--- src/rtl/core/clex_pkg.sv ---
package clex_pkg;

  localparam int NAME_CAPACITY_DEF = 31;
  localparam int QUEUE_DEPTH_DEF   = 2;

  localparam int CHAR_W  = 8;
  localparam int VALUE_W = 32;
  localparam int POS_W   = 5;
  localparam int KW_P_W  = 6;
  localparam int KW_N    = 4;

  typedef enum logic [4:0] {
    KIND_INTEGER   = 5'd0,
    KIND_IDENT     = 5'd1,
    KIND_KW_INT    = 5'd2,
    KIND_KW_RETURN = 5'd3,
    KIND_KW_IF     = 5'd4,
    KIND_KW_ELSE   = 5'd5,
    KIND_ASSIGN    = 5'd6,
    KIND_PLUS      = 5'd7,
    KIND_MINUS     = 5'd8,
    KIND_STAR      = 5'd9,
    KIND_SLASH     = 5'd10,
    KIND_LPAREN    = 5'd11,
    KIND_RPAREN    = 5'd12,
    KIND_LBRACE    = 5'd13,
    KIND_RBRACE    = 5'd14,
    KIND_SEMI      = 5'd15,
    KIND_EOF       = 5'd16,
    KIND_UNKNOWN   = 5'd17
  } kind_e;

  // keyword slots in the match vector
  localparam int KW_INT    = 0;
  localparam int KW_RETURN = 1;
  localparam int KW_IF     = 2;
  localparam int KW_ELSE   = 3;

  // one queue entry: an optional pending token closed by the byte, then the byte's own token
  typedef struct packed {
    logic                      has_flush;
    logic                      flush_ident;
    kind_e                     flush_kind;
    logic [VALUE_W-1:0]        flush_value;
    logic                      has_own;
    kind_e                     own_kind;
  } cmd_t;

  typedef struct packed {
    logic                      last_result;
    logic                      text_end;
    logic [POS_W-1:0]          text_position;
    logic [CHAR_W-1:0]         text_char;
    logic signed [VALUE_W-1:0] int_value;
    kind_e                     token_kind;
  } result_t;

  function automatic logic is_digit(logic [CHAR_W-1:0] c);
    return (c >= "0") && (c <= "9");
  endfunction

  function automatic logic is_name_start(logic [CHAR_W-1:0] c);
    return ((c >= "a") && (c <= "z")) || ((c >= "A") && (c <= "Z")) || (c == "_");
  endfunction

  function automatic logic is_name_char(logic [CHAR_W-1:0] c);
    return is_name_start(c) || is_digit(c);
  endfunction

  function automatic logic is_space(logic [CHAR_W-1:0] c);
    return (c == " ") || ((c >= 8'd9) && (c <= 8'd13));
  endfunction

  function automatic kind_e symbol_kind(logic [CHAR_W-1:0] c);
    kind_e k;
    unique case (c)
      "=":     k = KIND_ASSIGN;
      "+":     k = KIND_PLUS;
      "-":     k = KIND_MINUS;
      "*":     k = KIND_STAR;
      "/":     k = KIND_SLASH;
      "(":     k = KIND_LPAREN;
      ")":     k = KIND_RPAREN;
      "{":     k = KIND_LBRACE;
      "}":     k = KIND_RBRACE;
      ";":     k = KIND_SEMI;
      default: k = KIND_UNKNOWN;
    endcase
    return k;
  endfunction

  // per-keyword match of character c at position p
  function automatic logic [KW_N-1:0] kw_step(logic [CHAR_W-1:0] c, logic [KW_P_W-1:0] p);
    logic [KW_N-1:0] m;
    m = '0;
    unique case (p)
      6'd0: begin
        m[KW_INT]    = (c == "i");
        m[KW_RETURN] = (c == "r");
        m[KW_IF]     = (c == "i");
        m[KW_ELSE]   = (c == "e");
      end
      6'd1: begin
        m[KW_INT]    = (c == "n");
        m[KW_RETURN] = (c == "e");
        m[KW_IF]     = (c == "f");
        m[KW_ELSE]   = (c == "l");
      end
      6'd2: begin
        m[KW_INT]    = (c == "t");
        m[KW_RETURN] = (c == "t");
        m[KW_ELSE]   = (c == "s");
      end
      6'd3: begin
        m[KW_RETURN] = (c == "u");
        m[KW_ELSE]   = (c == "e");
      end
      6'd4: m[KW_RETURN] = (c == "r");
      6'd5: m[KW_RETURN] = (c == "n");
      default: m = '0;
    endcase
    return m;
  endfunction

endpackage

--- src/rtl/core/c_subset_token_lexer_top.sv ---
// Lexer for a small C subset: one source byte per input word, byte 0 ends the text.
// The front end takes one byte per cycle and queues at most one entry per byte
// (a token closed by the byte plus the byte's own token); the back end sends one
// result word per cycle, while the receiver is ready, through an output register.
// An identifier of n stored characters leaves as n result words, one name-buffer
// read each. Since the name buffer is single-ported per side, a byte that starts
// a new name is held until every earlier identifier run has left the back end;
// the front also waits when the command queue is full.
module c_subset_token_lexer_top #(
  parameter int NAME_CAPACITY = clex_pkg::NAME_CAPACITY_DEF,
  parameter int QUEUE_DEPTH   = clex_pkg::QUEUE_DEPTH_DEF
) (
  input  logic        clk_i,
  input  logic        rst_ni,
  input  logic        s_axis_tvalid,
  output logic        s_axis_tready,
  input  logic [7:0]  s_axis_tdata,  // char_code
  output logic        m_axis_tvalid,
  input  logic        m_axis_tready,
  output logic [55:0] m_axis_tdata,  // token_kind, int_value, text_char, text_position, text_end
  output logic        m_axis_tlast   // last_result
);

  localparam int IDX_W = $clog2(NAME_CAPACITY);
  localparam int LEN_W = $clog2(NAME_CAPACITY + 1);
  localparam int Q_W   = $bits(clex_pkg::cmd_t) + LEN_W;

  clex_pkg::cmd_t              f_cmd, b_cmd;
  logic [LEN_W-1:0]            f_len, b_len;
  logic                        q_push, q_push_ready, q_pop_valid, q_pop;
  logic                        ident_done;
  logic                        wr_en;
  logic [IDX_W-1:0]            wr_addr, rd_addr;
  logic [clex_pkg::CHAR_W-1:0] wr_data, rd_data;
  clex_pkg::result_t           res;

  clex_front #(
    .NAME_CAPACITY (NAME_CAPACITY),
    .QUEUE_DEPTH   (QUEUE_DEPTH)
  ) u_front (
    .clk_i        (clk_i),
    .rst_ni       (rst_ni),
    .in_valid_i   (s_axis_tvalid),
    .in_ready_o   (s_axis_tready),
    .in_char_i    (s_axis_tdata),
    .cmd_valid_o  (q_push),
    .cmd_ready_i  (q_push_ready),
    .cmd_o        (f_cmd),
    .cmd_len_o    (f_len),
    .ident_done_i (ident_done),
    .wr_en_o      (wr_en),
    .wr_addr_o    (wr_addr),
    .wr_data_o    (wr_data)
  );

  clex_queue #(
    .DATA_W (Q_W),
    .DEPTH  (QUEUE_DEPTH)
  ) u_queue (
    .clk_i        (clk_i),
    .rst_ni       (rst_ni),
    .push_valid_i (q_push),
    .push_ready_o (q_push_ready),
    .push_data_i  ({f_len, f_cmd}),
    .pop_valid_o  (q_pop_valid),
    .pop_ready_i  (q_pop),
    .pop_data_o   ({b_len, b_cmd})
  );

  clex_ram #(
    .WIDTH (clex_pkg::CHAR_W),
    .DEPTH (NAME_CAPACITY)
  ) u_name_ram (
    .clk_i   (clk_i),
    .we_i    (wr_en),
    .waddr_i (wr_addr),
    .wdata_i (wr_data),
    .raddr_i (rd_addr),
    .rdata_o (rd_data)
  );

  clex_back #(
    .NAME_CAPACITY (NAME_CAPACITY)
  ) u_back (
    .clk_i        (clk_i),
    .rst_ni       (rst_ni),
    .cmd_valid_i  (q_pop_valid),
    .cmd_ready_o  (q_pop),
    .cmd_i        (b_cmd),
    .cmd_len_i    (b_len),
    .ident_done_o (ident_done),
    .rd_addr_o    (rd_addr),
    .rd_data_i    (rd_data),
    .out_valid_o  (m_axis_tvalid),
    .out_ready_i  (m_axis_tready),
    .out_o        (res)
  );

  assign m_axis_tdata = {5'd0, res.text_end, res.text_position, res.text_char,
                         res.int_value, res.token_kind};
  assign m_axis_tlast = res.last_result;

`ifndef SYNTHESIS
  a_push_has_room: assert property (@(posedge clk_i) disable iff (!rst_ni)
    q_push |-> q_push_ready)
    else $error("command pushed into full queue");

  a_pop_has_entry: assert property (@(posedge clk_i) disable iff (!rst_ni)
    q_pop |-> q_pop_valid)
    else $error("command popped from empty queue");

  a_eof_is_last: assert property (@(posedge clk_i) disable iff (!rst_ni)
    (m_axis_tvalid && (m_axis_tdata[4:0] == clex_pkg::KIND_EOF)) |-> m_axis_tlast)
    else $error("end-of-file word not marked last");

  a_non_ident_ends: assert property (@(posedge clk_i) disable iff (!rst_ni)
    (m_axis_tvalid && (m_axis_tdata[4:0] != clex_pkg::KIND_IDENT)) |-> m_axis_tdata[50])
    else $error("non-identifier word without text end");
`endif

endmodule

--- src/rtl/core/clex_ram.sv ---
module clex_ram #(
  parameter int WIDTH = 8,
  parameter int DEPTH = 31
) (
  input  logic                     clk_i,
  input  logic                     we_i,
  input  logic [$clog2(DEPTH)-1:0] waddr_i,
  input  logic [WIDTH-1:0]         wdata_i,
  input  logic [$clog2(DEPTH)-1:0] raddr_i,
  output logic [WIDTH-1:0]         rdata_o
);

  logic [WIDTH-1:0] mem_q [DEPTH];
  logic [WIDTH-1:0] rdata_q;

  always_ff @(posedge clk_i) begin
    if (we_i) begin
      mem_q[waddr_i] <= wdata_i;
    end
    rdata_q <= mem_q[raddr_i];
  end

  assign rdata_o = rdata_q;

endmodule

--- src/rtl/core/clex_queue.sv ---
module clex_queue #(
  parameter int DATA_W = 8,
  parameter int DEPTH  = 2
) (
  input  logic              clk_i,
  input  logic              rst_ni,
  input  logic              push_valid_i,
  output logic              push_ready_o,
  input  logic [DATA_W-1:0] push_data_i,
  output logic              pop_valid_o,
  input  logic              pop_ready_i,
  output logic [DATA_W-1:0] pop_data_o
);

  localparam int PTR_W = $clog2(DEPTH);
  localparam int CNT_W = $clog2(DEPTH + 1);

  logic [DATA_W-1:0] slot_q [DEPTH];
  logic [PTR_W-1:0]  wr_ptr_q, wr_ptr_d, rd_ptr_q, rd_ptr_d;
  logic [CNT_W-1:0]  count_q, count_d;
  logic              push, pop;

  assign push_ready_o = (count_q != CNT_W'(DEPTH));
  assign pop_valid_o  = (count_q != '0);
  assign push         = push_valid_i && push_ready_o;
  assign pop          = pop_ready_i && pop_valid_o;
  assign pop_data_o   = slot_q[rd_ptr_q];

  always_comb begin
    wr_ptr_d = wr_ptr_q;
    rd_ptr_d = rd_ptr_q;
    if (push) begin
      wr_ptr_d = (wr_ptr_q == PTR_W'(DEPTH - 1)) ? '0 : wr_ptr_q + 1'b1;
    end
    if (pop) begin
      rd_ptr_d = (rd_ptr_q == PTR_W'(DEPTH - 1)) ? '0 : rd_ptr_q + 1'b1;
    end
    count_d = count_q + CNT_W'(push) - CNT_W'(pop);
  end

  always_ff @(posedge clk_i or negedge rst_ni) begin
    if (!rst_ni) begin
      wr_ptr_q <= '0;
      rd_ptr_q <= '0;
      count_q  <= '0;
    end else begin
      wr_ptr_q <= wr_ptr_d;
      rd_ptr_q <= rd_ptr_d;
      count_q  <= count_d;
    end
  end

  always_ff @(posedge clk_i) begin
    if (push) begin
      slot_q[wr_ptr_q] <= push_data_i;
    end
  end

endmodule

--- src/rtl/core/clex_front.sv ---
module clex_front #(
  parameter int NAME_CAPACITY = clex_pkg::NAME_CAPACITY_DEF,
  parameter int QUEUE_DEPTH   = clex_pkg::QUEUE_DEPTH_DEF
) (
  input  logic                              clk_i,
  input  logic                              rst_ni,
  input  logic                              in_valid_i,
  output logic                              in_ready_o,
  input  logic [clex_pkg::CHAR_W-1:0]       in_char_i,
  output logic                              cmd_valid_o,
  input  logic                              cmd_ready_i,
  output clex_pkg::cmd_t                    cmd_o,
  output logic [$clog2(NAME_CAPACITY+1)-1:0] cmd_len_o,
  input  logic                              ident_done_i,
  output logic                              wr_en_o,
  output logic [$clog2(NAME_CAPACITY)-1:0]  wr_addr_o,
  output logic [clex_pkg::CHAR_W-1:0]       wr_data_o
);

  localparam int IDX_W = $clog2(NAME_CAPACITY);
  localparam int LEN_W = $clog2(NAME_CAPACITY + 1);
  localparam int CNT_W = $clog2(QUEUE_DEPTH + 1);

  typedef enum logic [2:0] {
    MODE_IDLE   = 3'b001,
    MODE_NUMBER = 3'b010,
    MODE_NAME   = 3'b100
  } mode_e;

  mode_e                            mode_q, mode_d;
  logic [clex_pkg::VALUE_W-1:0]     acc_q, acc_d;
  logic [LEN_W-1:0]                 len_q, len_d;
  logic [clex_pkg::KW_N-1:0]        kw_q, kw_d;
  logic [CNT_W-1:0]                 ident_cnt_q, ident_cnt_d;

  logic [clex_pkg::CHAR_W-1:0]      c;
  logic [3:0]                       dval;
  logic                             digit, name_char, name_start, space;
  logic                             cont_num, cont_name, starts_name, room;
  logic                             accept, push;
  clex_pkg::cmd_t                   cmd;

  assign c          = in_char_i;
  assign dval       = 4'(c - 8'h30);
  assign digit      = clex_pkg::is_digit(c);
  assign name_char  = clex_pkg::is_name_char(c);
  assign name_start = clex_pkg::is_name_start(c);
  assign space      = clex_pkg::is_space(c);

  assign cont_num    = (mode_q == MODE_NUMBER) && digit;
  assign cont_name   = (mode_q == MODE_NAME) && name_char;
  assign starts_name = name_start && (mode_q != MODE_NAME);
  assign room        = (len_q < LEN_W'(NAME_CAPACITY));

  // name buffer is shared: a new name waits for earlier identifier runs to drain
  assign in_ready_o = cmd_ready_i && !(starts_name && (ident_cnt_q != '0));
  assign accept     = in_valid_i && in_ready_o;

  always_comb begin
    cmd             = '0;
    cmd.flush_kind  = clex_pkg::KIND_IDENT;
    cmd.own_kind    = clex_pkg::KIND_UNKNOWN;
    cmd.has_flush   = ((mode_q == MODE_NUMBER) && !digit) || ((mode_q == MODE_NAME) && !name_char);
    if (mode_q == MODE_NUMBER) begin
      cmd.flush_kind  = clex_pkg::KIND_INTEGER;
      cmd.flush_value = acc_q;
    end else if (kw_q[clex_pkg::KW_INT] && (len_q == LEN_W'(3))) begin
      cmd.flush_kind = clex_pkg::KIND_KW_INT;
    end else if (kw_q[clex_pkg::KW_RETURN] && (len_q == LEN_W'(6))) begin
      cmd.flush_kind = clex_pkg::KIND_KW_RETURN;
    end else if (kw_q[clex_pkg::KW_IF] && (len_q == LEN_W'(2))) begin
      cmd.flush_kind = clex_pkg::KIND_KW_IF;
    end else if (kw_q[clex_pkg::KW_ELSE] && (len_q == LEN_W'(4))) begin
      cmd.flush_kind = clex_pkg::KIND_KW_ELSE;
    end
    cmd.flush_ident = (mode_q == MODE_NAME) && (cmd.flush_kind == clex_pkg::KIND_IDENT);
    cmd.has_own     = !cont_num && !cont_name && !space && !digit && !name_start;
    if (c == '0) begin
      cmd.own_kind = clex_pkg::KIND_EOF;
    end else begin
      cmd.own_kind = clex_pkg::symbol_kind(c);
    end
  end

  assign push        = accept && (cmd.has_flush || cmd.has_own);
  assign cmd_valid_o = push;
  assign cmd_o       = cmd;
  assign cmd_len_o   = len_q;

  assign wr_en_o   = accept && ((cont_name && room) || starts_name);
  assign wr_addr_o = starts_name ? '0 : len_q[IDX_W-1:0];
  assign wr_data_o = c;

  always_comb begin
    mode_d = mode_q;
    acc_d  = acc_q;
    len_d  = len_q;
    kw_d   = kw_q;
    if (accept) begin
      if (cont_num) begin
        acc_d = (acc_q << 3) + (acc_q << 1) + clex_pkg::VALUE_W'(dval);
      end else if (cont_name) begin
        if (room) begin
          len_d = len_q + 1'b1;
          kw_d  = kw_q & clex_pkg::kw_step(c, clex_pkg::KW_P_W'(len_q));
        end
      end else begin
        mode_d = MODE_IDLE;
        acc_d  = '0;
        len_d  = '0;
        if (digit) begin
          mode_d = MODE_NUMBER;
          acc_d  = clex_pkg::VALUE_W'(dval);
        end else if (name_start) begin
          mode_d = MODE_NAME;
          len_d  = LEN_W'(1);
          kw_d   = clex_pkg::kw_step(c, '0);
        end
      end
    end
    ident_cnt_d = ident_cnt_q + CNT_W'(push && cmd.flush_ident) - CNT_W'(ident_done_i);
  end

  always_ff @(posedge clk_i or negedge rst_ni) begin
    if (!rst_ni) begin
      mode_q      <= MODE_IDLE;
      acc_q       <= '0;
      len_q       <= '0;
      kw_q        <= '0;
      ident_cnt_q <= '0;
    end else begin
      mode_q      <= mode_d;
      acc_q       <= acc_d;
      len_q       <= len_d;
      kw_q        <= kw_d;
      ident_cnt_q <= ident_cnt_d;
    end
  end

endmodule

--- src/rtl/core/clex_back.sv ---
module clex_back #(
  parameter int NAME_CAPACITY = clex_pkg::NAME_CAPACITY_DEF
) (
  input  logic                               clk_i,
  input  logic                               rst_ni,
  input  logic                               cmd_valid_i,
  output logic                               cmd_ready_o,
  input  clex_pkg::cmd_t                     cmd_i,
  input  logic [$clog2(NAME_CAPACITY+1)-1:0] cmd_len_i,
  output logic                               ident_done_o,
  output logic [$clog2(NAME_CAPACITY)-1:0]   rd_addr_o,
  input  logic [clex_pkg::CHAR_W-1:0]        rd_data_i,
  output logic                               out_valid_o,
  input  logic                               out_ready_i,
  output clex_pkg::result_t                  out_o
);

  localparam int IDX_W = $clog2(NAME_CAPACITY);
  localparam int LEN_W = $clog2(NAME_CAPACITY + 1);

  typedef enum logic [1:0] {
    PH_FLUSH = 2'b01,
    PH_OWN   = 2'b10
  } phase_e;

  phase_e            phase_q, phase_d;
  logic [IDX_W-1:0]  idx_q, idx_d;
  logic              out_valid_q;
  clex_pkg::result_t out_q, res;

  logic              load, fire, in_flush, last_char, flush_done, pop;

  assign load       = !out_valid_q || out_ready_i;
  assign fire       = cmd_valid_i && load;
  assign in_flush   = (phase_q == PH_FLUSH) && cmd_i.has_flush;
  assign last_char  = (LEN_W'(idx_q) == (cmd_len_i - 1'b1));
  assign flush_done = !cmd_i.flush_ident || last_char;
  assign pop        = fire && (!in_flush || (flush_done && !cmd_i.has_own));

  always_comb begin
    res             = '0;
    res.token_kind  = cmd_i.own_kind;
    res.text_end    = 1'b1;
    res.last_result = 1'b1;
    if (in_flush) begin
      res.last_result = flush_done && !cmd_i.has_own;
      if (cmd_i.flush_ident) begin
        res.token_kind    = clex_pkg::KIND_IDENT;
        res.text_char     = rd_data_i;
        res.text_position = clex_pkg::POS_W'(idx_q);
        res.text_end      = last_char;
      end else begin
        res.token_kind = cmd_i.flush_kind;
        res.int_value  = cmd_i.flush_value;
      end
    end
  end

  // read address is taken from idx_d so the registered rd_data_i always holds entry idx_q
  always_comb begin
    phase_d = phase_q;
    idx_d   = idx_q;
    if (fire) begin
      if (in_flush && !flush_done) begin
        idx_d = idx_q + 1'b1;
      end else if (in_flush && cmd_i.has_own) begin
        phase_d = PH_OWN;
        idx_d   = '0;
      end else begin
        phase_d = PH_FLUSH;
        idx_d   = '0;
      end
    end
  end

  assign rd_addr_o    = idx_d;
  assign cmd_ready_o  = pop;
  assign ident_done_o = pop && cmd_i.has_flush && cmd_i.flush_ident;
  assign out_valid_o  = out_valid_q;
  assign out_o        = out_q;

  always_ff @(posedge clk_i or negedge rst_ni) begin
    if (!rst_ni) begin
      phase_q     <= PH_FLUSH;
      idx_q       <= '0;
      out_valid_q <= 1'b0;
    end else begin
      phase_q <= phase_d;
      idx_q   <= idx_d;
      if (load) begin
        out_valid_q <= cmd_valid_i;
      end
    end
  end

  always_ff @(posedge clk_i) begin
    if (fire) begin
      out_q <= res;
    end
  end

endmodule

--- config.mk ---
export PLATFORM = sky130hd
export DESIGN_NAME = c_subset_token_lexer_top
export DESIGN_NICKNAME = d
export VERILOG_FILES = /design/src/rtl/core/clex_pkg.sv /design/src/rtl/core/c_subset_token_lexer_top.sv /design/src/rtl/core/clex_ram.sv /design/src/rtl/core/clex_queue.sv /design/src/rtl/core/clex_front.sv /design/src/rtl/core/clex_back.sv
export SDC_FILE = /design/constraint.sdc
export NUM_CORES = 1
export LEC_CHECK = 0
export ABC_AREA = 1
export BUFFER_PORTS_ARGS = -buffer_cell sky130_fd_sc_hd__buf_4
export CORE_ASPECT_RATIO = 1.75
export CORE_MARGIN = 4
export CORE_UTILIZATION = 30
export CTS_CLUSTER_SIZE = 40
export DETAILED_ROUTE_END_ITERATION = 12
export GPL_TIMING_DRIVEN = 0
export PLACE_DENSITY = 0.4
export SLEW_MARGIN = 20
export SYNTH_ARGS = -nofsm -noshare
export SYNTH_HDL_FRONTEND = slang
export SYNTH_HIERARCHICAL = 1
export SYNTH_SLANG_ARGS = --single-unit
--- constraint.sdc ---
create_clock -name clk_i -period 8.8 [get_ports clk_i]
set_input_delay 0 -clock clk_i [delete_from_list [all_inputs] [get_ports clk_i]]
set_output_delay 0 -clock clk_i [all_outputs]
set_load 0.02 [all_outputs]
==> metrics.txt, run 1 <==
status completed; initial antenna violation count 0; Worst slew margin 0.269; first-pass GRT wire length around 110000 um; ANT cells 0; reg2reg end u_name_ram/rdata_o[0]$_DFF_P_; max_cap viols 0; number of flops mapped to enable cells by yosys 400; Longest Clk Path Bufs 3; hold depth 8; clock sink total ~470; sequential cell area ~0.014 mm^2; reg2reg start u_queue/rd_ptr_q$_DFFE_PN0P_; Synth Cell Area 0.0225 mm^2; fin crit period approximately 4.2 ns; initial core utilization 0.303; Iter 0 DRT Violations approximately 960; Cells after Synth 2352; sequential fraction of the synthesis area 0.605; share of cells above drive strength 1 0.108; critical hold path startpoint s_axis_tdata[3]; VDD IR max 0.155 mV; Worst-Skew Late Latency 0.61 ns; total power draw 6.95 mW; fin crit share 0.472; total track usage 0.185; FP Rows roughly 130; WHS Endpoint u_front/kw_q[1]$_DFFE_PN0P_; Synth cell types 50; Via Count roughly 16000; max frequency ~240 MHz; Final setup viols 0; TritonCTS clock tree built; Seq cells post-synth roughly 470; Remaining DRCs 0; WS Path Type reg2reg; DP HPWL 55000 um; H-tree levels 2; Avg Inst Size Synth roughly 9.6 um^2; vias in the first global route 17100; num ports between 70 and 80; P per Cell Area about 270 mW/mm^2; DR WL/cell 21.5 um; GP Congestion roughly 0.91; Die Wd 215 um; Final Non-Filler Cells between 3000 and 4000; pin count of the biggest net entering global routing 62; Worst EP arrival between 4 and 5 ns; area grow syn2layout 15.5%; warnings from Yosys 6; Fill cells 7576; crit path max fanout 10; Detailed Routing Iterations Pass 1 7; clock buffer count from CTS 48; Final Hold Viols 0; Crit path required time 9.25 ns; post-cts gate resize count 0; Hold Crit Class in2reg; Core Region 0.0743 mm^2; Worst Setup Start Kind flop; IO buf count 65; Post-synth top flop edfxtp_1; Die ar. roughly 0.08 mm^2; Worst Reg-to-Reg Cells 27; ys async rst share 0.124; placed cells roughly 3400; clock skew 0.0253 ns; final WL ~74000 um; GRT overflow 0; Root Buffer clkbuf_16; Setup TNS 0 ns; Post-DRT Antenna Nets 0; P_leak approximately 11 nW; Reg2Reg Setup Slack ~4.6 ns; nets roughly 2600; RSZ-0062 raised after global routing false; Die Span Y ~370 um; Slew Viols, Final 0; Worst-path clk slew roughly 0.060 ns; Least-Margin Pin Slew 1.09 ns; Critical Path Sink Type flop; Multi-input gate area approximately 0.0075 mm^2; post-DR vias/cell 4.72
-- how the worst max path moves through the flow --
stage	start	cells after the start	slack (ns)	to
after floorplan	u_front/mode_q[2]$_DFFE_PN0P_	7	4.68	u_queue/slot_q[0][0]$_DFFE_PP_
after global placement	u_front/mode_q[2]$_DFFE_PN0P_	7	1.80	u_queue/slot_q[0][33]$_DFFE_PP_
after detailed placement	u_queue/rd_ptr_q$_DFFE_PN0P_	27	4.54	u_name_ram/rdata_o[0]$_DFF_P_
after CTS	u_queue/rd_ptr_q$_DFFE_PN0P_	27	4.51	u_name_ram/rdata_o[0]$_DFF_P_
after global routing	u_queue/count_q[1]$_DFF_PN0_	18	4.34	u_name_ram/rdata_o[0]$_DFF_P_
final	u_queue/rd_ptr_q$_DFFE_PN0P_	27	4.64	u_name_ram/rdata_o[0]$_DFF_P_
-- cell type report --
cell class / instances / share of cell area
repair buffers: 82 / 0.0274
flip-flops and latches: 466 / 0.524
clock buffers: 73 / 0.0521
well taps: 938 / 0.0451
inverters: 241 / 0.0350
clock inverters: 17 / 0.00861
multi-input cells: 1562 / 0.287
plain buffers: 88 / 0.0216
-- critical path, cell delays in order (launching register included) --
cell	delay, ns
dfrtp_1	0.37
buf_6	0.15
inv_8	0.09
buf_8	0.14
nand2_1	0.05
nand2_1	0.13
inv_1	0.10
ha_1	0.33
inv_1	0.06
nand2_1	0.05
nand2_1	0.06
nor2_1	0.04
nand2_1	0.06
nor2_2	0.04
nand2_2	0.08
nand2_4	0.10
o21ai_0	0.66
inv_2	0.11
buf_4	0.21
buf_2	0.23
nand2_1	0.10
nand3_1	0.22
nand3_1	0.23
nand2_1	0.07
nand2_1	0.06
nand2_1	0.05
nand2_1	0.05
nand2_1	0.14
-- placed cells by master (no fill, tap or decap), types with 12 or more instances in the layout --
master	count
nand2_1	801
edfxtp_1	400
nand3_1	289
inv_1	225
nor2_1	206
buf_4	91
ha_1	67
dfrtp_1	56
clkbuf_16	48
buf_2	37
clkbuf_1	31
a21oi_1	29
o21ai_0	21
nand4_1	19
nand2_2	17
dlygate4sd3_1	13
xnor2_1	13
inv_2	12
nor3_1	12
o21ai_1	12
-- synthesized netlist by cell type (5+ instances only) --
master	instances	share of area
a21oi_1	29	0.0064
buf_2	37	0.0082
buf_4	26	0.0087
clkbuf_1	12	0.0020
dfrtp_1	56	0.062
dfxtp_1	8	0.0071
edfxtp_1	400	0.53
ha_1	67	0.037
inv_1	225	0.037
inv_2	12	0.0020
nand2_1	801	0.13
nand2_2	17	0.0047
nand2_4	8	0.0040
nand3_1	289	0.064
nand3b_1	7	0.0023
nand4_1	19	0.0053
nor2_1	207	0.034
nor2_2	9	0.0025
nor2_4	5	0.0025
nor3_1	12	0.0027
o21ai_0	21	0.0047
o21ai_1	12	0.0027
o21bai_1	6	0.0020
xnor2_1	13	0.0051
xor2_1	7	0.0027
-- cells by family (layout without fill, tap and decap cells) --
family                   after synthesis  after routing  synth area share
AO/OA/AOI/OAI                         83             83            0.0210
XOR/XNOR                              20             20           0.00778
adder cells (fa/ha/maj)               69             69            0.0390
buffers and inverters                329            501            0.0654
flip-flops                           466            466             0.605
other                                  2              7          0.000333
AND/OR/NAND/NOR                     1383           1383             0.262
-- stage by stage --
stage / util / hold slack (ns) / cell area (um^2) / setup WS, ns
detailed placement: 0.327 / 0.210 / 24300 / 4.54
global route: 0.350 / 0.0580 / 26000 / 4.34
CTS: 0.350 / 0.0155 / 26000 / 4.51
global placement: 0.326 / 0.187 / 24200 / 1.80
finish: 0.350 / 0.0510 / 26000 / 4.64
floorplan: - / -0.296 / 22500 / 4.68
-- layer usage --
layer / GRT usage / routed length (um) / vias up
li1: - / - / 8021
met1: 0.177 / 25500 / 7863
met2: 0.377 / 42400 / 319
met3: 0.0207 / 1980 / 168
met4: 0.0998 / 4580 / 0
met5: 0 / 0 / -
-- repair_timing --
action                    in CTS  in global routing
hold endpoints to repair     111                  0
buffers inserted               0                  0
hold buffers                  13                  0
-- sequential cells by signal (all words and copies together), names as in the netlist --
signal	flops
u_queue/rd_ptr_q	1
u_back/phase_q	2
u_back/out_valid_o	1
u_front/ident_cnt_q	2
u_back/idx_q	5
u_queue/slot_q	100
u_name_ram/mem_q	248
u_front/cmd_len_o	5
u_name_ram/rdata_o	8
u_front/mode_q	3
u_back/out_o	52
u_queue/count_q	2
u_queue/wr_ptr_q	1
u_front/acc_q	32
u_front/kw_q	4
-- where the power goes --
part           leakage, nW  switching, mW  total [mW]  internal, mW
logic                 5.71           1.45        2.05         0.606
clock network        0.769          0.895        2.08          1.19
registers             4.55         0.0936        2.82          2.72
No activity file was read; power rests on OpenSTA's default activity.
==> run 2: changes to the inputs <==
Clock period 8.8 ns to 4.27 ns, I/O delays scaled along.
==> run 2 against run 1 <==
Hold slack about the same. Register-to-register slack worse by 4.3 ns. Via count about the same. Sequential share of layout area unchanged. Clock power up 110%. Total power up 110%. Largest cell class unchanged. Clock-buffer cell count unchanged. Clock skew about the same. Sequential cell count unchanged. Highest routed layer unchanged. Combinational power up 110%. Setup slack worse by 4.3 ns.
==> metrics.txt, run 2 (synthesis results as in run 1) <==
Fill cells 7576; Crit path required time around 4.7 ns; most common cell after layout, fill and taps aside nand2_1; H-tree levels 2; wire length on met2 ~42000 um; area grow syn2layout 15.5%; Worst EP arrival 4.37 ns; most common cell type on the critical path nand2_1; setup repair bufs after CTS 0; GRT overflow 0; routed wl met3 ~2000 um; max frequency ~250 MHz; clock skew around 0.025 ns; final WL between 70000 and 80000 um; pin count of the biggest net entering global routing between 60 and 70; top routing layer in use met4; WS Path Type reg2reg; delay-heaviest family, CP simple AND/OR/NAND/NOR gates; TritonCTS clock tree built; fin crit period 3.92 ns; Crit-path slowest cell o21ai_1; Hold Crit Class in2reg; placed cells roughly 3400; Iter 0 DRT Violations 959; Worst-Skew Late Latency between 0.6 and 0.7 ns; Largest Register u_name_ram/mem_q; sequential cell area around 0.014 mm^2; post-DR vias/cell 4.72; Via Count between 15000 and 20000; Final Hold Viols 0; RSZ-0062 raised after global routing false; Worst Setup Start Kind flop; initial core utilization 0.303; clock sink total ~470; Slew Viols, Final 0; Die Span Y 371 um; FP Rows 132; Root Buffer clkbuf_16; Longest Clk Path Bufs 3; Worst slew margin 0.269; number of flip-flops in the largest register approximately 250; crit path max fanout 10; fin crit share 0.919; GP Congestion around 0.91; Multi-input gate area about 0.0075 mm^2; VDD IR max between 0.3 and 0.4 mV; CP peak stage delay ~0.45 ns; Metal-1 WL between 20000 and 30000 um; first-pass GRT wire length between 100000 and 150000 um; Detailed Routing Iterations Pass 1 7; P_leak around 11 nW; DR WL/cell between 20 and 25 um; DP HPWL approximately 55000 um; CP bufs+invs 8; Least-Margin Pin Slew 1.09 ns; initial antenna violation count 0; P per Cell Area 550 mW/mm^2; ANT cells 0; Post-DRT Antenna Nets 0; Hold WS just over 0.05 ns; Die Wd between 200 and 250 um; share of cells above drive strength 1 0.108; Critical Path Sink Type flop; Final Non-Filler Cells approximately 3500; Remaining DRCs 0; Worst-path clk slew 0.06 ns; Die ar. 0.0797 mm^2; status completed; max_cap viols 0; nets 2570; commonest cells after routing, fill and taps aside nand2_1, edfxtp_1, nand3_1; Final setup viols 0; num ports 71; clock buffer count from CTS 48; vias in the first global route 17100; total track usage 0.185; IO buf count 65; Core Region between 0.07 and 0.08 mm^2
[run 2: changes by cell type in the layout (fill, tap and decap cells not counted)]
| cell | before | now |
|---|---|---|
| o21ai_1 | 12 | 13 |
| o21ai_0 | 21 | 20 |
[run 2: final timing paths]
check,endpoint,from,cells after the start,slack [ns]
worst max register to register,u_name_ram/rdata_o[0]$_DFF_P_,u_queue/rd_ptr_q$_DFFE_PN0P_,27,0.35
worst min register to register,u_back/phase_q[0]$_DFFE_PN1P_,u_back/phase_q[0]$_DFFE_PN1P_,2,0.46
worst max-delay path,u_name_ram/rdata_o[0]$_DFF_P_,u_queue/rd_ptr_q$_DFFE_PN0P_,27,0.35
min in group asynchronous,u_back/idx_q[2]$_DFF_PN0_,rst_ni,2,0.09
worst min-delay path,u_front/kw_q[1]$_DFFE_PN0P_,s_axis_tdata[3],8,0.05
max in group asynchronous,u_front/kw_q[0]$_DFFE_PN0P_,rst_ni,2,3.51
[run 2: routing by layer]
layer | up-vias | track usage
li1 | 8021 | -
met1 | 7863 | 0.177
met2 | 321 | 0.377
met3 | 168 | 0.0207
met4 | 0 | 0.0998
met5 | - | 0
[run 2: what timing repair did]
action / in CTS / in global routing
endpoints found under the setup margin: 1 / 0
gates resized for setup: 1 / 0
hold buffers: 13 / 0
hold endpoints to repair: 111 / 0
[run 2: cell type report]
cell class | count | area share
flip-flops and latches | 466 | 0.524
plain buffers | 88 | 0.0216
inverters | 241 | 0.0350
clock inverters | 17 | 0.00861
clock buffers | 73 | 0.0521
well taps | 938 | 0.0451
repair buffers | 82 | 0.0274
multi-input cells | 1562 | 0.287
[run 2: where the power goes]
part / switching, mW / leakage (nW) / internal, mW
registers: 0.193 / 4.55 / 5.61
logic: 2.98 / 5.71 / 1.25
clock network: 1.84 / 0.769 / 2.44
[run 2: stage by stage]
stage / setup TNS, ns / utilization / worst slack [ns] / power [mW] / area, um^2
after floorplan: 0 / - / 0.154 / 8.38 / 22500
after global placement: -195.13 / 0.326 / -2.73 / 10.2 / 24200
after global routing: 0 / 0.350 / 0.0485 / 15.1 / 26000
after CTS: 0 / 0.350 / 0.215 / 14.6 / 26000
after detailed placement: 0 / 0.327 / 0.00773 / 10.2 / 24300
final: 0 / 0.350 / 0.347 / 14.3 / 26000
[run 2: worst reg2reg max path: cells and delay by family, from the launching register on]
kind | cells | cell delay [ns]
flops | 1 | 0.37
compound gates | 1 | 0.45
buf+inv | 8 | 1.07
fa+ha+maj | 1 | 0.33
simple gates | 17 | 1.55
==> run 3: changes to the inputs <==
Settings changed: ABC_AREA 1 to 0.
==> run 3 against run 2 <==
Non-clock buffer count shrank 1. Setup slack lost 0.21 ns. Routed wire length shrank 15%. Die area shrank 4.3%. Register-to-register slack lost 0.21 ns. Hold slack lost 0.010 ns. Cell count shrank 24%. Area after synthesis shrank 4.4%. Clock skew shrank 0.0056 ns. Clock power is essentially flat. Largest cell class unchanged. Synthesized cell count shrank 34%. Global-route usage shrank 2.1 points.
==> metrics.txt, run 3 <==
Worst Reg-to-Reg Cells 16; Worst EP arrival about 4.5 ns; share of cells above drive strength 1 0.195; final WL around 63000 um; most common cell type on the critical path buf_4; DP HPWL about 46000 um; first-pass GRT wire length around 93000 um; Multi-input gate area 0.00739 mm^2; IO buf count between 60 and 70; reg2reg end u_name_ram/rdata_o[6]$_DFF_P_; Post-synth top flop edfxtp_1; status completed; CP bufs+invs 5; placed cell areas roughly 0.023 mm^2; Hold WS between 0.04 and 0.05 ns; WS Path Type reg2reg; Final setup viols 0; Remaining DRCs 0; post-route cell area ~0.025 mm^2; Cells after Synth ~1500; Fill cells 6947; crit path max fanout 10; initial antenna violation count 0; max frequency 242 MHz; num ports between 70 and 80; Synth area leaders edfxtp_1, dfrtp_1, ha_1; Longest Clk Path Bufs 3; fin crit period slightly above 4 ns; Setup TNS 0 ns; Worst-path clk slew 0.06 ns; crit path cell chain buf_4, buf_6, mux2_2, inv_1, ha_1, nand4bb_1, a211oi_2, o311ai_4, nand2_1, o21ai_1, buf_4, clkbuf_4, nor2_1, a22oi_1, nand3_1, nand4_1; VDD IR max between 0.3 and 0.4 mV; total track usage 0.165; number of flops mapped to enable cells by yosys 400; final core utilization 0.356; Core Region between 0.07 and 0.08 mm^2; Avg Inst Size Synth about 14 um^2; largest area contributor in the synthesized netlist edfxtp_1; P per Cell Area ~530 mW/mm^2; top routing layer in use met4; GP Congestion 0.853; Final Hold Viols 0; sequential cell area roughly 0.014 mm^2; Seq cells post-synth 466; H-tree levels 2; post-synth top area share 0.558; most common cell after layout, fill and taps aside edfxtp_1; top-count cell post-synth edfxtp_1; Worst Setup Start Kind flop; Largest Register u_name_ram/mem_q; commonest cells after routing, fill and taps aside edfxtp_1, nand2_1, buf_4; placed cells 2532; wire length on met2 approximately 38000 um; worst setup path startpoint u_queue/rd_ptr_q$_DFFE_PN0P_; Metal-1 WL 21300 um; Hold Crit Class in2async; reg2reg start u_queue/rd_ptr_q$_DFFE_PN0P_; Final Non-Filler Cells about 2600; clock skew ~0.02 ns; Iter 0 DRT Violations between 700 and 800; Crit-path slowest cell nor2_1; Worst slew margin 0.212; FP Rows 129; TritonCTS clock tree built; CP peak stage delay between 0.4 and 0.5 ns; post-DR vias/cell 4.97; Synth top cells by count edfxtp_1, nand2_1, and2_1; routed wl met3 1630 um; Critical Path Sink Type flop; Post-DRT Antenna Nets 0; RSZ-0062 raised after global routing true; number of flip-flops in the largest register between 200 and 250; delay-heaviest family, CP simple AND/OR/NAND/NOR gates; fin crit share 0.968; Die Wd around 210 um; Reg2Reg Setup Slack between 0.1 and 0.15 ns; max_cap viols 0; nets roughly 1800; Via Count roughly 13000; total power draw about 13 mW; vias in the first global route 14200; initial core utilization 0.304; Slew Viols, Final 0; Synth cell types 97; DR WL/cell approximately 24 um; Crit path required time between 4 and 5 ns; Detailed Routing Iterations Pass 1 7; pin count of the biggest net entering global routing 59; warnings from Yosys 6; clock buffer count from CTS between 40 and 50; Die ar. 0.0763 mm^2; area grow syn2layout 17.1%; P_leak 9.00 nW; GRT overflow 0; Die Span Y 362 um; Root Buffer clkbuf_16; final worst slack between 0.1 and 0.15 ns; Synth Cell Area 0.0215 mm^2; sequential fraction of the synthesis area 0.633; ys async rst share 0.124; Least-Margin Pin Slew around 1.2 ns; Worst-Skew Late Latency roughly 0.60 ns; clock sink total between 400 and 500; dpl ws -0.610 ns
## run 3: changes by cell type after synthesis, moves of 23 or more
cell / before / now
nor2_1: 207 / 75
a21oi_1: 29 / 56
nand2_1: 801 / 114
mux2i_1: 0 / 80
nor2b_1: 0 / 25
a22oi_1: 1 / 24
inv_1: 225 / 22
o21ai_0: 21 / 49
mux2_2: 0 / 55
nand3_1: 289 / 34
and2_1: 1 / 82
## run 3: worst max-delay path by stage
stage                                          end  slack (ns)  depth (start not counted)
CTS                  u_name_ram/rdata_o[1]$_DFF_P_        0.02                         16
detailed placement   u_name_ram/rdata_o[2]$_DFF_P_       -0.61                         14
global placement     u_name_ram/rdata_o[2]$_DFF_P_       -1.78                          9
floorplan           u_queue/slot_q[0][0]$_DFFE_PP_        0.60                          7
global route         u_name_ram/rdata_o[6]$_DFF_P_       -0.05                         16
finish               u_name_ram/rdata_o[6]$_DFF_P_        0.14                         16
## run 3: timing repair
item / in CTS / in global routing
hold buffers: 12 / 0
endpoints found under the hold margin: 298 / 0
pin swaps: 3 / 4
resized for setup: 26 / 18
setup buffers: 1 / 3
endpoints found under the setup margin: 12 / 32
## run 3: final cells by class
class,count,share of cell area
Tap cell,917,0.0455
Inverter,22,0.00338
Buffer,86,0.0243
Timing Repair Buffer,83,0.0301
Multi-Input combinational cell,972,0.293
Antenna cell,1,0.0000993
Sequential cell,466,0.541
Clock buffer,64,0.0516
Clock inverter,26,0.0114
## run 3: routing by layer
layer,vias up,GRT usage
li1,6098,-
met1,6670,0.156
met2,223,0.344
met3,107,0.0214
met4,0,0.0667
met5,-,0
## run 3: where the power goes
part,switching (mW),leakage (nW),total [mW],internal (mW)
Clock,1.82,0.769,4.28,2.46
Sequential,0.197,4.53,5.77,5.57
Combinational,2.02,3.70,3.37,1.35
## run 3: cells by family (layout without fill, tap and decap cells)
group / after synthesis / in the layout / synth area share
AOI/OAI and AO/OA: 268 / 268 / 0.0876
xor gates and xnor gates: 40 / 40 / 0.0163
adders and majority gates: 69 / 69 / 0.0408
buffers and inverters: 110 / 281 / 0.0310
DFF: 466 / 466 / 0.633
muxes: 156 / 156 / 0.0869
other: 2 / 8 / 0.000349
and+or+nand+nor: 432 / 432 / 0.104
